$ cat config.mk
export PLATFORM = sky130hd
export DESIGN_NAME = differential_drive_odometry_unit
export DESIGN_NICKNAME = d
export VERILOG_FILES = /design/src/rtl/ddodom_pkg.sv /design/src/rtl/differential_drive_odometry_unit.sv /design/src/rtl/ddodom_cfg.sv /design/src/rtl/ddodom_ctrl.sv /design/src/rtl/ddodom_dp.sv
export SDC_FILE = /design/constraint.sdc
export NUM_CORES = 2
export LEC_CHECK = 0
export BUFFER_PORTS_ARGS = -buffer_cell sky130_fd_sc_hd__buf_2
export CAP_MARGIN = 20
export CORE_AREA = 2 2 285 569
export DETAILED_ROUTE_END_ITERATION = 10
export DIE_AREA = 0 0 287 571
export SETUP_SLACK_MARGIN = 0.15
export SLEW_MARGIN = 20
export SYNTH_ARGS = -nofsm -noshare
export SYNTH_HDL_FRONTEND = slang
export SYNTH_SLANG_ARGS = --single-unit
$ cat constraint.sdc
create_clock -name clk -period 9.7 [get_ports clk]
set_clock_uncertainty 0.2 [all_clocks]
set_input_delay 0.485 -clock clk [delete_from_list [all_inputs] [get_ports clk]]
set_output_delay 0.485 -clock clk [all_outputs]
set_load 0.005 [all_outputs]
$ cat src/rtl/ddodom_pkg.sv
// shared types and constants for the differential drive odometry unit
`default_nettype none

package ddodom_pkg;

	// register index decoded from the config address
	localparam logic [0:0] REG_DIST = 1'b0;
	localparam logic [0:0] REG_TURN = 1'b1;

	// cordic operand widths and start value (gain compensated 1.0 in Q.24)
	localparam int CW = 26;
	localparam int ZW = 33;
	localparam logic signed [CW-1:0] CORDIC_GAIN = 26'sd10188014;

	// arctangent of 2^-i in turns / 2^32
	localparam int ATAN_N  = 24;
	localparam int ATAN_IW = 5;
	localparam logic [31:0] ATAN_TURN32 [0:ATAN_N-1] = '{
		32'h20000000, 32'h12E4051E, 32'h09FB385B, 32'h051111D4,
		32'h028B0D43, 32'h0145D7E1, 32'h00A2F61E, 32'h00517C55,
		32'h0028BE53, 32'h00145F2F, 32'h000A2F98, 32'h000517CC,
		32'h00028BE6, 32'h000145F3, 32'h0000A2FA, 32'h0000517D,
		32'h000028BE, 32'h0000145F, 32'h00000A30, 32'h00000518,
		32'h0000028C, 32'h00000146, 32'h000000A3, 32'h00000051
	};

	// datapath operations issued by the controller
	typedef enum logic [3:0] {
		OP_NONE,
		OP_LOAD,
		OP_DIST,
		OP_TURN,
		OP_WRAP,
		OP_INIT,
		OP_ROT,
		OP_FLIP,
		OP_MXH,
		OP_MXL,
		OP_MYH,
		OP_MYL,
		OP_ACC,
		OP_OUT
	} dp_op_t;

	typedef struct packed {
		dp_op_t op;
	} dp_cmd_t;

	typedef struct packed {
		logic rot_last;
	} dp_sts_t;

	typedef struct packed {
		logic [23:0] tick_travel;
		logic [23:0] turn_per_tick;
	} cfg_regs_t;

endpackage

`default_nettype wire

$ cat src/rtl/differential_drive_odometry_unit.sv
// top level of the differential drive odometry unit
//
//   channel   handshake              word
//   input     in_valid / in_ready    left_ticks, right_ticks, sequence_req
//   output    out_valid / out_ready  x_position, y_position, heading, sequence_out
//   config    apb psel/penable       travel per tick @0x0, turn_per_tick @0x4
//
// a new input word is taken only once the last one has passed through every state,
// paced by the cordic iterations and the shared multiplier used six times
// the next input word is taken while a finished result still waits at the output
// reset clears pose, heading and both registers; no clearing pass is needed
// an output stall holds the block in its last state until the result slot frees
`default_nettype none

module differential_drive_odometry_unit #(
	parameter int CORDIC_STEPS = 18,
	parameter int TICK_BITS    = 16
) (
	input  wire logic                        clk,
	input  wire logic                        arst_n,
	// config port
	input  wire logic                        psel,
	input  wire logic                        penable,
	input  wire logic                        pwrite,
	input  wire logic [2:0]                  paddr,
	input  wire logic [31:0]                 pwdata,
	output logic      [31:0]                 prdata,
	output logic                             pready,
	// input words
	input  wire logic                        in_valid,
	output logic                             in_ready,
	input  wire logic signed [TICK_BITS-1:0] left_ticks,
	input  wire logic signed [TICK_BITS-1:0] right_ticks,
	input  wire logic        [31:0]          sequence_req,
	// output words
	output logic                             out_valid,
	input  wire logic                        out_ready,
	output logic signed      [47:0]          x_position,
	output logic signed      [47:0]          y_position,
	output logic signed      [24:0]          heading,
	output logic             [31:0]          sequence_out
);
	import ddodom_pkg::*;

	cfg_regs_t cfg;
	dp_cmd_t   cmd;
	dp_sts_t   sts;

	// register file
	ddodom_cfg u_cfg (
		.clk     (clk),
		.arst_n  (arst_n),
		.psel    (psel),
		.penable (penable),
		.pwrite  (pwrite),
		.paddr   (paddr),
		.pwdata  (pwdata),
		.prdata  (prdata),
		.pready  (pready),
		.cfg     (cfg)
	);

	// controller
	ddodom_ctrl u_ctrl (
		.clk       (clk),
		.arst_n    (arst_n),
		.in_valid  (in_valid),
		.in_ready  (in_ready),
		.out_valid (out_valid),
		.out_ready (out_ready),
		.sts       (sts),
		.cmd       (cmd)
	);

	// datapath
	ddodom_dp #(
		.CORDIC_STEPS (CORDIC_STEPS),
		.TICK_BITS    (TICK_BITS)
	) u_dp (
		.clk          (clk),
		.arst_n       (arst_n),
		.cmd          (cmd),
		.sts          (sts),
		.cfg          (cfg),
		.left_ticks   (left_ticks),
		.right_ticks  (right_ticks),
		.sequence_req (sequence_req),
		.x_position   (x_position),
		.y_position   (y_position),
		.heading      (heading),
		.sequence_out (sequence_out)
	);

endmodule

`default_nettype wire

$ cat src/rtl/ddodom_cfg.sv
// apb register file holding distance and turn per tick
`default_nettype none

module ddodom_cfg (
	input  wire logic                  clk,
	input  wire logic                  arst_n,
	input  wire logic                  psel,
	input  wire logic                  penable,
	input  wire logic                  pwrite,
	input  wire logic [2:0]            paddr,
	input  wire logic [31:0]           pwdata,
	output logic      [31:0]           prdata,
	output logic                       pready,
	output ddodom_pkg::cfg_regs_t      cfg
);
	import ddodom_pkg::*;

	logic [23:0] dist_q;
	logic [23:0] turn_q;
	logic [0:0]  idx;
	logic        wr_en;

	assign idx    = paddr[2:2];
	assign wr_en  = psel && penable && pwrite;
	assign pready = 1'b1;

	// register writes in the access phase
	always_ff @(posedge clk or negedge arst_n) begin
		if (!arst_n) begin
			dist_q <= '0;
			turn_q <= '0;
		end else if (wr_en) begin
			case (idx)
				REG_DIST: dist_q <= pwdata[23:0];
				REG_TURN: turn_q <= pwdata[23:0];
				default:  dist_q <= dist_q;
			endcase
		end
	end

	// read mux
	always_comb begin
		case (idx)
			REG_DIST: prdata = {8'b0, dist_q};
			REG_TURN: prdata = {8'b0, turn_q};
			default:  prdata = '0;
		endcase
	end

	assign cfg.tick_travel   = dist_q;
	assign cfg.turn_per_tick = turn_q;

endmodule

`default_nettype wire

$ cat src/rtl/ddodom_ctrl.sv
// sequencing state machine for the odometry datapath
`default_nettype none

module ddodom_ctrl (
	input  wire logic                clk,
	input  wire logic                arst_n,
	input  wire logic                in_valid,
	output logic                     in_ready,
	output logic                     out_valid,
	input  wire logic                out_ready,
	input  wire ddodom_pkg::dp_sts_t sts,
	output ddodom_pkg::dp_cmd_t      cmd
);
	import ddodom_pkg::*;

	typedef enum logic [12:0] {
		S_IDLE = 13'b0000000000001,
		S_DIST = 13'b0000000000010,
		S_TURN = 13'b0000000000100,
		S_WRAP = 13'b0000000001000,
		S_INIT = 13'b0000000010000,
		S_ROT  = 13'b0000000100000,
		S_FLIP = 13'b0000001000000,
		S_MXH  = 13'b0000010000000,
		S_MXL  = 13'b0000100000000,
		S_MYH  = 13'b0001000000000,
		S_MYL  = 13'b0010000000000,
		S_ACC  = 13'b0100000000000,
		S_DONE = 13'b1000000000000
	} state_t;

	state_t state_q;
	state_t state_nxt;
	logic   out_valid_q;
	logic   out_load;

	assign in_ready  = (state_q == S_IDLE);
	assign out_valid = out_valid_q;
	assign out_load  = (state_q == S_DONE) && (!out_valid_q || out_ready);

	// next state and datapath command
	always_comb begin
		state_nxt = state_q;
		cmd.op    = OP_NONE;
		case (state_q)
			S_IDLE: begin
				if (in_valid) begin
					cmd.op    = OP_LOAD;
					state_nxt = S_DIST;
				end
			end
			S_DIST: begin
				cmd.op    = OP_DIST;
				state_nxt = S_TURN;
			end
			S_TURN: begin
				cmd.op    = OP_TURN;
				state_nxt = S_WRAP;
			end
			S_WRAP: begin
				cmd.op    = OP_WRAP;
				state_nxt = S_INIT;
			end
			S_INIT: begin
				cmd.op    = OP_INIT;
				state_nxt = S_ROT;
			end
			S_ROT: begin
				cmd.op = OP_ROT;
				if (sts.rot_last) begin
					state_nxt = S_FLIP;
				end
			end
			S_FLIP: begin
				cmd.op    = OP_FLIP;
				state_nxt = S_MXH;
			end
			S_MXH: begin
				cmd.op    = OP_MXH;
				state_nxt = S_MXL;
			end
			S_MXL: begin
				cmd.op    = OP_MXL;
				state_nxt = S_MYH;
			end
			S_MYH: begin
				cmd.op    = OP_MYH;
				state_nxt = S_MYL;
			end
			S_MYL: begin
				cmd.op    = OP_MYL;
				state_nxt = S_ACC;
			end
			S_ACC: begin
				cmd.op    = OP_ACC;
				state_nxt = S_DONE;
			end
			S_DONE: begin
				if (out_load) begin
					cmd.op    = OP_OUT;
					state_nxt = S_IDLE;
				end
			end
			default: begin
				state_nxt = S_IDLE;
			end
		endcase
	end

	// state and output word valid
	always_ff @(posedge clk or negedge arst_n) begin
		if (!arst_n) begin
			state_q     <= S_IDLE;
			out_valid_q <= 1'b0;
		end else begin
			state_q <= state_nxt;
			if (out_load) begin
				out_valid_q <= 1'b1;
			end else if (out_ready) begin
				out_valid_q <= 1'b0;
			end
		end
	end

endmodule

`default_nettype wire

$ cat src/rtl/ddodom_dp.sv
// odometry datapath: shared multiplier, heading wrap, iterative cordic, pose
`default_nettype none

module ddodom_dp #(
	parameter int CORDIC_STEPS = 18,
	parameter int TICK_BITS    = 16
) (
	input  wire logic                          clk,
	input  wire logic                          arst_n,
	input  wire ddodom_pkg::dp_cmd_t           cmd,
	output ddodom_pkg::dp_sts_t                sts,
	input  wire ddodom_pkg::cfg_regs_t         cfg,
	input  wire logic signed [TICK_BITS-1:0]   left_ticks,
	input  wire logic signed [TICK_BITS-1:0]   right_ticks,
	input  wire logic        [31:0]            sequence_req,
	output logic signed      [47:0]            x_position,
	output logic signed      [47:0]            y_position,
	output logic signed      [24:0]            heading,
	output logic             [31:0]            sequence_out
);
	import ddodom_pkg::*;

	localparam int TB  = TICK_BITS;
	localparam int AW  = (TB + 1 > 25) ? TB + 1 : 25;
	localparam int BW  = CW;
	localparam int PW  = AW + BW;
	localparam int DW  = TB + 24;
	localparam int YSW = ((TB + 17 > 25) ? TB + 17 : 25) + 1;
	localparam int SW  = $clog2(CORDIC_STEPS);

	// item registers
	logic signed [TB-1:0]  l_q;
	logic signed [TB-1:0]  r_q;
	logic        [31:0]    seq_q;
	logic signed [PW-1:0]  prod_q;
	logic signed [DW-1:0]  dist_q;
	logic signed [24:0]    yaw_q;
	logic signed [CW-1:0]  cx_q;
	logic signed [CW-1:0]  cy_q;
	logic signed [ZW-1:0]  cz_q;
	logic                  flip_q;
	logic        [SW-1:0]  step_q;
	logic        [47:0]    pos_x_q;
	logic        [47:0]    pos_y_q;

	// combinational terms
	logic signed [TB:0]      sum_w;
	logic signed [TB:0]      diff_w;
	logic signed [TB-1:0]    dist_hi;
	logic signed [AW-1:0]    a_op;
	logic signed [BW-1:0]    b_op;
	logic signed [PW-1:0]    prod_w;
	logic signed [PW+47:0]   prod_wide;
	logic        [47:0]      hi_term;
	logic        [47:0]      lo_term;
	logic signed [YSW-1:0]   dyaw_w;
	logic signed [YSW-1:0]   ysum_w;
	logic        [24:0]      yaw_nxt;
	logic        [23:0]      ang;
	logic                    fold;
	logic        [23:0]      ang_f;
	logic signed [CW-1:0]    dx_w;
	logic signed [CW-1:0]    dy_w;
	logic signed [ZW-1:0]    atan_w;
	logic [ATAN_IW-1:0]      step_idx;

	assign sum_w   = {l_q[TB-1], l_q} + {r_q[TB-1], r_q};
	assign diff_w  = {r_q[TB-1], r_q} - {l_q[TB-1], l_q};
	assign dist_hi = dist_q[DW-1:24];

	// shared multiplier operand select
	always_comb begin
		a_op = '0;
		b_op = '0;
		case (cmd.op)
			OP_DIST: begin
				a_op = AW'(sum_w);
				b_op = BW'({1'b0, cfg.tick_travel});
			end
			OP_TURN: begin
				a_op = AW'(diff_w);
				b_op = BW'({1'b0, cfg.turn_per_tick});
			end
			OP_MXH: begin
				a_op = AW'(dist_hi);
				b_op = cx_q;
			end
			OP_MXL: begin
				a_op = AW'(signed'({1'b0, dist_q[23:0]}));
				b_op = cx_q;
			end
			OP_MYH: begin
				a_op = AW'(dist_hi);
				b_op = cy_q;
			end
			OP_MYL: begin
				a_op = AW'(signed'({1'b0, dist_q[23:0]}));
				b_op = cy_q;
			end
			default: begin
				a_op = '0;
				b_op = '0;
			end
		endcase
	end

	assign prod_w = PW'(a_op * b_op);

	// position terms: whole part times k, fraction part times k over 2^24
	assign prod_wide = (PW + 48)'(prod_q);
	assign hi_term   = prod_wide[47:0];
	assign lo_term   = prod_wide[71:24];

	// heading update with sign-keeping wrap at one turn
	assign dyaw_w  = YSW'(prod_q >>> 8);
	assign ysum_w  = YSW'(yaw_q) + dyaw_w;
	assign yaw_nxt = {ysum_w[YSW-1] && (ysum_w[23:0] != 24'd0), ysum_w[23:0]};

	// fold angle into a quarter turn around zero
	assign ang   = yaw_q[23:0];
	assign fold  = ang[23] ^ ang[22];
	assign ang_f = {ang[23] ^ fold, ang[22:0]};

	// cordic micro-rotation terms
	assign step_idx = ATAN_IW'(step_q);
	assign dx_w     = cy_q >>> step_q;
	assign dy_w     = cx_q >>> step_q;
	assign atan_w   = {1'b0, ATAN_TURN32[step_idx]};

	assign sts.rot_last = (step_q == SW'(CORDIC_STEPS - 1));

	// pose state and iteration counter
	always_ff @(posedge clk or negedge arst_n) begin
		if (!arst_n) begin
			pos_x_q <= '0;
			pos_y_q <= '0;
			yaw_q   <= '0;
			flip_q  <= 1'b0;
			step_q  <= '0;
		end else begin
			case (cmd.op)
				OP_WRAP: yaw_q <= yaw_nxt;
				OP_INIT: begin
					flip_q <= fold;
					step_q <= '0;
				end
				OP_ROT:  step_q  <= step_q + 1'b1;
				OP_MXL:  pos_x_q <= pos_x_q + hi_term;
				OP_MYH:  pos_x_q <= pos_x_q + lo_term;
				OP_MYL:  pos_y_q <= pos_y_q + hi_term;
				OP_ACC:  pos_y_q <= pos_y_q + lo_term;
				default: step_q  <= step_q;
			endcase
		end
	end

	// working registers and output word
	always_ff @(posedge clk) begin
		prod_q <= prod_w;
		case (cmd.op)
			OP_LOAD: begin
				l_q   <= left_ticks;
				r_q   <= right_ticks;
				seq_q <= sequence_req;
			end
			OP_TURN: dist_q <= DW'(prod_q >>> 1);
			OP_INIT: begin
				cx_q <= CORDIC_GAIN;
				cy_q <= '0;
				cz_q <= {ang_f[23], ang_f, 8'b0};
			end
			OP_ROT: begin
				if (!cz_q[ZW-1]) begin
					cx_q <= cx_q - dx_w;
					cy_q <= cy_q + dy_w;
					cz_q <= cz_q - atan_w;
				end else begin
					cx_q <= cx_q + dx_w;
					cy_q <= cy_q - dy_w;
					cz_q <= cz_q + atan_w;
				end
			end
			OP_FLIP: begin
				if (flip_q) begin
					cx_q <= -cx_q;
					cy_q <= -cy_q;
				end
			end
			OP_OUT: begin
				x_position   <= pos_x_q;
				y_position   <= pos_y_q;
				heading      <= yaw_q;
				sequence_out <= seq_q;
			end
			default: seq_q <= seq_q;
		endcase
	end

endmodule

`default_nettype wire

Word-level counts from Yosys, hierarchy flattened. Memory sizes are Yosys's and may differ from the RTL's. Index checks and enable logic that the tools add are counted.

Flip-flop bits (word level): 582. Bits in read-only memories: 1024. Input bits: 106. Output and inout bits: 188. Logic and storage cells: 122. Memories: 1.

Memories: (name not given) (depth 32, bits a word 32, read ports 1, clocked after memory_dff 0, write ports 0, RTL line ddodom_dp.sv:128) `assign atan_w = {1'b0, ATAN_TURN32[step_idx]};`.

Add/sub/neg operators: 16. Multipliers: 1. $lt $le $gt $ge: 1. Equality and inequality tests: 31. Shifts and indexed selects: 2. Muxes and demuxes: 25. Bitwise operators: 4. Reductions and logical operators: 20.

Operator list (number): 48-bit adder (4); 48-bit case mux with 2 select lines (2); 13-bit case mux with 13 select lines (1); 26-bit case mux with 3 select lines (2); 26-bit two-way mux (4); 26-bit case mux with 4 select lines (1); 25-bit case mux with 4 select lines (1); 33-bit case mux with 2 select lines (1); 32-bit two-way mux (2); 32-bit case mux with 2 select lines (1); 26-bit adder (2); 26-bit negation (2); 4-bit case mux with 13 select lines (1); 26-bit by 5-bit >>> shifter with 26-bit output (2); 26-bit subtractor (2); 25-bit by 26-bit multiplier with 51-bit output (1); 13-bit two-way mux (3); 25-bit by 34-bit adder with 34-bit output (1); 33-bit adder (1); 33-bit two-way mux (1); 33-bit subtractor (1); 4-bit equality test (second input constant) (6); 24-bit nonzero test (1); 16-bit by 16-bit adder with 17-bit output (1); 36 further kinds (56).

Logic depth before layout (Yosys ltp).
Depth in word-level cells: 9. Mapped depth: 42. Gate-level depth less buffers: 40.

Cells and area by module. From an unflattened synthesis, not the netlist that was laid out.

Cell total of the unflattened synthesis: 6749. Area total of the unflattened synthesis: 63324.5 sq um.

By module, submodules not included: ddodom_dp (times used 1, cells an instance 6504, area an instance 60020.1 sq um, sequential area each 14468.9 sq um); ddodom_cfg (times used 1, cells an instance 140, area an instance 2273.4 sq um, sequential area each 1201.2 sq um); ddodom_ctrl (times used 1, cells an instance 105, area an instance 1031.0 sq um, sequential area each 351.6 sq um).

Least setup slack after synthesis. No wires, ideal clock.

Path type: register to register. From: reg u_ctrl.state_q[4]. To: reg u_dp.cx_q[3], data pin. Library setup time: 267 ps. Arrival: 9798 ps. Data required time: 9233 ps. Path slack: -565 ps. Cell stages (with the launch flop): 7. Clock period less this slack: 10265 ps. Path through: dfrtp_1 > or4_1 > nor4_1 > nand4b_1 > nor2b_1 > nor4_1 > a221o_1.

Longest elaborated chain between the ends: 6. Elaborated cells on any way between the ends: 20. Classes of those cells: eq/ne: 16; mux: 3; reduce/logical: 1.

RTL lines: start: declaration (RTL line ddodom_ctrl.sv:32) `state_t state_q;`; start signal: assignment (RTL line ddodom_ctrl.sv:116) `state_q <= state_nxt;`; 13-bit equality test (RTL line ddodom_ctrl.sv:39, ddodom_ctrl.sv:45); 1-bit logical AND (RTL line ddodom_ctrl.sv:39) `assign out_load = (state_q == S_DONE) && (!out_valid_q || out_ready);`; 4-bit two-way mux (RTL line ddodom_ctrl.sv:99) `if (out_load) begin`; 4-bit case mux with 13 select lines * (RTL line ddodom_ctrl.sv:45) `case (state_q)`; 4-bit by 3-bit equality test with 1-bit output (RTL line ddodom_dp.sv:160) `case (cmd.op)`; 26-bit case mux with 3 select lines * (RTL line ddodom_dp.sv:160); end signal: assignment (RTL line ddodom_dp.sv:174) `cx_q <= cx_q - dx_w;`; end signal: assignment (RTL line ddodom_dp.sv:178) `cx_q <= cx_q + dx_w;`; end signal: assignment (RTL line ddodom_dp.sv:185) `cx_q <= -cx_q;`; end: declaration (RTL line ddodom_dp.sv:38) `logic signed [CW-1:0] cx_q;`.

Mark *: on every way between the ends. The rest lies on a longest branch, timed or not. A chain may end at the register's enable or synchronous reset.

Final worst setup path.
From: reg u_ctrl.state_q[3]. To: reg u_dp.prod_q[49].

Longest elaborated chain between the ends: 8. Elaborated cells on any way between the ends: 29. Classes of those cells: mul: 1; eq/ne: 19; mux: 4; reduce/logical: 5.

RTL lines: 13-bit equality test (RTL line ddodom_ctrl.sv:39, ddodom_ctrl.sv:45); 1-bit logical AND (RTL line ddodom_ctrl.sv:39); 4-bit two-way mux (RTL line ddodom_ctrl.sv:99); 4-bit case mux with 13 select lines * (RTL line ddodom_ctrl.sv:45); 4-bit equality test (RTL line ddodom_dp.sv:75) `case (cmd.op)`; 2-bit OR reduction (no line); 25-bit case mux with 4 select lines or 26-bit case mux with 4 select lines (tied branches) (RTL line ddodom_dp.sv:75); 25-bit by 26-bit multiplier with 51-bit output * (RTL line ddodom_dp.sv:107) `assign prod_w = PW'(a_op * b_op);`; net u_dp.prod_w[49] (RTL line ddodom_dp.sv:52) `logic signed [PW-1:0] prod_w;`; end signal: assignment (RTL line ddodom_dp.sv:159) `prod_q <= prod_w;`; end: declaration (RTL line ddodom_dp.sv:35) `logic signed [PW-1:0] prod_q;`.

The timed path passes the listed nets; every way through them passes the cells marked *.

==> metrics.md <==
| Metric | Value |
|---|---|
| Area growth syn-to-layout | `18.7%` |
| Relative slew slack | `0.279` |
| Switch Pwr | `approximately 4200 uW` |
| Gr usage total | `0.248` |
| Synth warnings | `0` |
| Status | `complete, but fails checks` |
| H-tree Lvls | `3` |
| Clock transition at the registers of the reported paths | `0.07 ns` |
| DRC viols | `0` |
| Unrepaired setup endpoints after global routing | `true` |
| Most frequent cells in the layout | `nand2_1, inv_1, fa_1` |
| Vias in the first global route | `51200` |
| Mapped cell area | `62000 um^2` |
| Drt total wl | `202 mm` |
| Share of cells above drive strength 1 | `0.174` |
| Tightest Pin Transition | `approximately 1.1 ns` |
| Core area | `160000 um^2` |
| Initial antenna violation count | `5` |
| Fillers | `around 15000` |
| Die area | `~160000 um^2` |
| Top Ports | `a little under 300` |
| Max Buffers Root-to-Sink | `3` |
| Seq pwr share | `0.294` |
| Final hold slack | `0.0568 ns` |
| Largest net degree at the start of global routing | `131` |
| Number of port buffers | `274` |
| Die Wd | `about 290 um` |
| ANT nets after route | `0` |
| Finish-stage setup viols | `8` |
| CP Class | `flop to flop` |
| Register area share after synthesis | `0.259` |
| FP Rows | `208` |
| Worst path arrival time | `between 10 and 15 ns` |
| Mean Syn Cell Area | `9.37 um^2` |
| Fin. Hold Viols | `0` |
| Max-cap violations | `0` |
| Slew Viols, Final | `0` |
| Unique masters post-synth | `99` |
| Vias | `51200` |
| Post-DR vias/cell | `between 5 and 6` |
| Leakage | `0.0346 uW` |
| Ys flop type | `edfxtp_1` |
| Post-synth EDFFs | `342` |
| Clock sinks | `582` |
| Ys async rst share | `0.325` |
| Hold Crit Start | `out_ready` |
| Final nets | `8461` |
| Switching Share | `0.400` |
| Hold path depth | `3` |
| Initial Util | `0.388` |
| WL per Instance | `between 20 and 25 um` |
| Commonest non-fill, non-tap cell in the layout | `nand2_1` |
| Failing checks | `setup timing` |
| Clock power frac | `0.248` |
| Worst R2R End | `u_dp.prod_q[49]$_DFF_P_` |
| Final min period | `10.05 ns` |
| Min-Delay Path Class | `primary input to flop` |
| Synth Instances | `6612` |
| First-pass GRT wire length | `311 mm` |
| Tot Pwr | `10600 uW` |
| Type of origin of the critical path | `flop` |
| Hold Path Sink | `u_ctrl.out_valid$_DFFE_PN0P_` |
| Power density cells | `144 nW/um^2` |
| Fin crit share | `1.04` |
| Overall die height | `about 570 um` |
| CP peak stage delay | `0.58 ns` |
| Reg2reg start | `u_ctrl.state_q[3]$_DFFE_PN0P_` |
| Clock root cell | `clkbuf_16` |
| DR iter-0 viols | `4009` |
| Yosys reg bits | `582` |
| CTS tree | `built` |
| Required time of the critical path | `between 10 and 15 ns` |
| Gr ovfl total | `0` |
| DPL Wire Length | `159 mm` |
| Gate power share | `0.458` |
| CP endpoint kind | `flop` |
| RePlAce Congestion | `between 0.9 and 1` |
| Worst-Skew Late Latency | `0.67 ns` |
| Cts bufs inserted | `66` |
| Drt pass-1 iters | `6` |
| VDD IR max | `133 uV` |
| CP max stage cell | `fa_1` |
| Reg-to-reg slack, setup | `-0.35 ns` |
| Worst reg2reg path depth | `35` |
| Internal Power | `6350 uW` |
| Maximum clock rate | `99.5 MHz` |
| Post-route setup slack | `-0.354 ns` |
| Crit Path Max Fanout | `23` |
[cell type report]
type | count | area, um^2 | share of cell area
multi-input combinational | 4897 | 42400 | 0.577
clock inverter | 48 | 503 | 0.00684
clock buffer | 72 | 1710 | 0.0232
inverter | 830 | 3120 | 0.0424
tap | 2100 | 2630 | 0.0357
antenna | 6 | 15.0 | 0.000204
sequential | 582 | 16000 | 0.218
timing repair buffer | 894 | 7100 | 0.0966
[cell usage after synthesis (14+ instances only)]
library cell | number | area [um^2]
nor2_1 | 526 | 1970
a211oi_1 | 32 | 240
a31oi_1 | 43 | 269
mux2i_1 | 51 | 510
o221ai_1 | 20 | 175
nand2_1 | 876 | 3290
o21bai_1 | 58 | 435
ha_1 | 395 | 4940
a311oi_1 | 14 | 123
nand4_1 | 28 | 175
nor4_1 | 23 | 144
and3_1 | 48 | 300
buf_1 | 36 | 135
clkbuf_1 | 244 | 916
nand2b_1 | 67 | 419
or2_2 | 17 | 106
edfxtp_1 | 342 | 10300
and2_1 | 47 | 294
a21o_1 | 170 | 1280
mux4_2 | 36 | 811
mux2_2 | 122 | 1370
or3_1 | 28 | 175
xnor2_1 | 200 | 1750
a21oi_1 | 385 | 1930
inv_1 | 823 | 3090
nor2b_1 | 48 | 300
a221oi_1 | 19 | 166
o22ai_1 | 39 | 244
o31ai_1 | 24 | 180
dfxtp_1 | 51 | 1020
o21a_1 | 43 | 323
nand3_1 | 91 | 455
a22oi_1 | 46 | 345
dfrtp_1 | 188 | 4700
o211ai_1 | 24 | 180
fa_1 | 689 | 13800
o21ai_0 | 257 | 1290
nor3_1 | 67 | 335
xor2_1 | 149 | 1310
[critical path: cells and delay by family (launching register included)]
family / cells / cell delay [ns]
buf+inv: 12 / 1.66
xor+xnor: 1 / 0.15
flops: 1 / 0.39
fa+ha+maj: 8 / 3.85
compound gates: 9 / 2.26
simple gates: 5 / 1.34
[state kept, by name, indices dropped and copies added, names as in the netlist]
register           flops
u_dp.pos_x_q          48
u_dp.cz_q             33
u_dp.r_q              16
u_dp.prod_q           51
u_dp.y_position       48
u_dp.seq_q            32
u_dp.step_idx          5
u_ctrl.state_q        13
u_dp.cx_q             26
u_dp.x_position       48
u_dp.flip_q            1
u_cfg.turn_q          24
u_cfg.dist_q          24
u_dp.sequence_out     32
u_dp.pos_y_q          48
u_dp.heading          25
u_ctrl.out_valid       1
u_dp.cy_q             26
u_dp.l_q              16
u_dp.yaw_q            25
u_dp.dist_q           40
[worst max-delay path by stage]
stage                                              from                 endpoint  slack, ns  cells after the start
final                     u_ctrl.state_q[3]$_DFFE_PN0P_  u_dp.prod_q[49]$_DFF_P_      -0.35                     35
after global placement            u_dp.r_q[0]$_DFFE_PN_  u_dp.prod_q[49]$_DFF_P_      -0.43                     38
after CTS                         u_dp.l_q[0]$_DFFE_PN_  u_dp.prod_q[49]$_DFF_P_      -0.34                     40
after detailed placement          u_dp.r_q[0]$_DFFE_PN_  u_dp.prod_q[49]$_DFF_P_      -0.59                     38
after floorplan           u_ctrl.state_q[4]$_DFFE_PN0P_  u_dp.prod_q[49]$_DFF_P_       0.15                     36
after global routing              u_dp.r_q[0]$_DFFE_PN_  u_dp.prod_q[49]$_DFF_P_      -0.69                     41
[power by group through the flow]
stage | combinational [uW] | clock, uW | sequential, uW
floorplan | 2500 | 0 | 3000
global placement | 4440 | 0 | 3150
detailed placement | 4440 | 0 | 3160
CTS | 4710 | 2680 | 3110
global route | 5250 | 2770 | 3120
finish | 4850 | 2620 | 3120
[metrics by stage]
| stage | setup slack (ns) | util | setup TNS (ns) | cell area (um^2) | std cells |
|---|---|---|---|---|---|
| 5_1_grt | -0.691 | 0.460 | -7.85 | 73500 | 9423 |
| 3_3_place_gp | -0.435 | 0.433 | -2.31 | 69200 | 9168 |
| 2_1_floorplan | 0.152 | - | 0 | 62000 | 6619 |
| 4_1_cts | -0.340 | 0.457 | -1.62 | 73100 | 9408 |
| 6_report | -0.354 | 0.460 | -1.86 | 73500 | 9429 |
| 3_5_place_dp | -0.587 | 0.433 | -3.45 | 69200 | 9168 |
[cell families after synthesis]
family | count (synthesis) | synth area share
AOI/OAI and AO/OA | 1308 | 0.135
xor gates and xnor gates | 349 | 0.0493
adders and majority gates | 1084 | 0.302
buffers and inverters | 1140 | 0.0711
DFF | 582 | 0.259
muxes | 217 | 0.0457
other | 2 | 0.000121
and+or+nand+nor | 1930 | 0.138
[routing by layer]
metal  vias to the layer above  wire length, um  GRT usage  part of all wire
met5                         -               27          0           0.00013
met4                         4            10500      0.110             0.052
met3                       417            14300     0.0345             0.070
met2                      1934            92700      0.396              0.46
met1                     25300            85000      0.334              0.42
li1                      23500                -          -                 -
[repair_timing]
item,4_1_cts,5_1_grt
hold buffers,90,0
gates resized for setup,106,83
endpoints found under the hold margin,164,0
endpoints found under the setup margin,20,27
setup buffers,29,15
gates cloned,1,0
pin swaps,98,73
No activity file was read; power rests on OpenSTA's default activity.
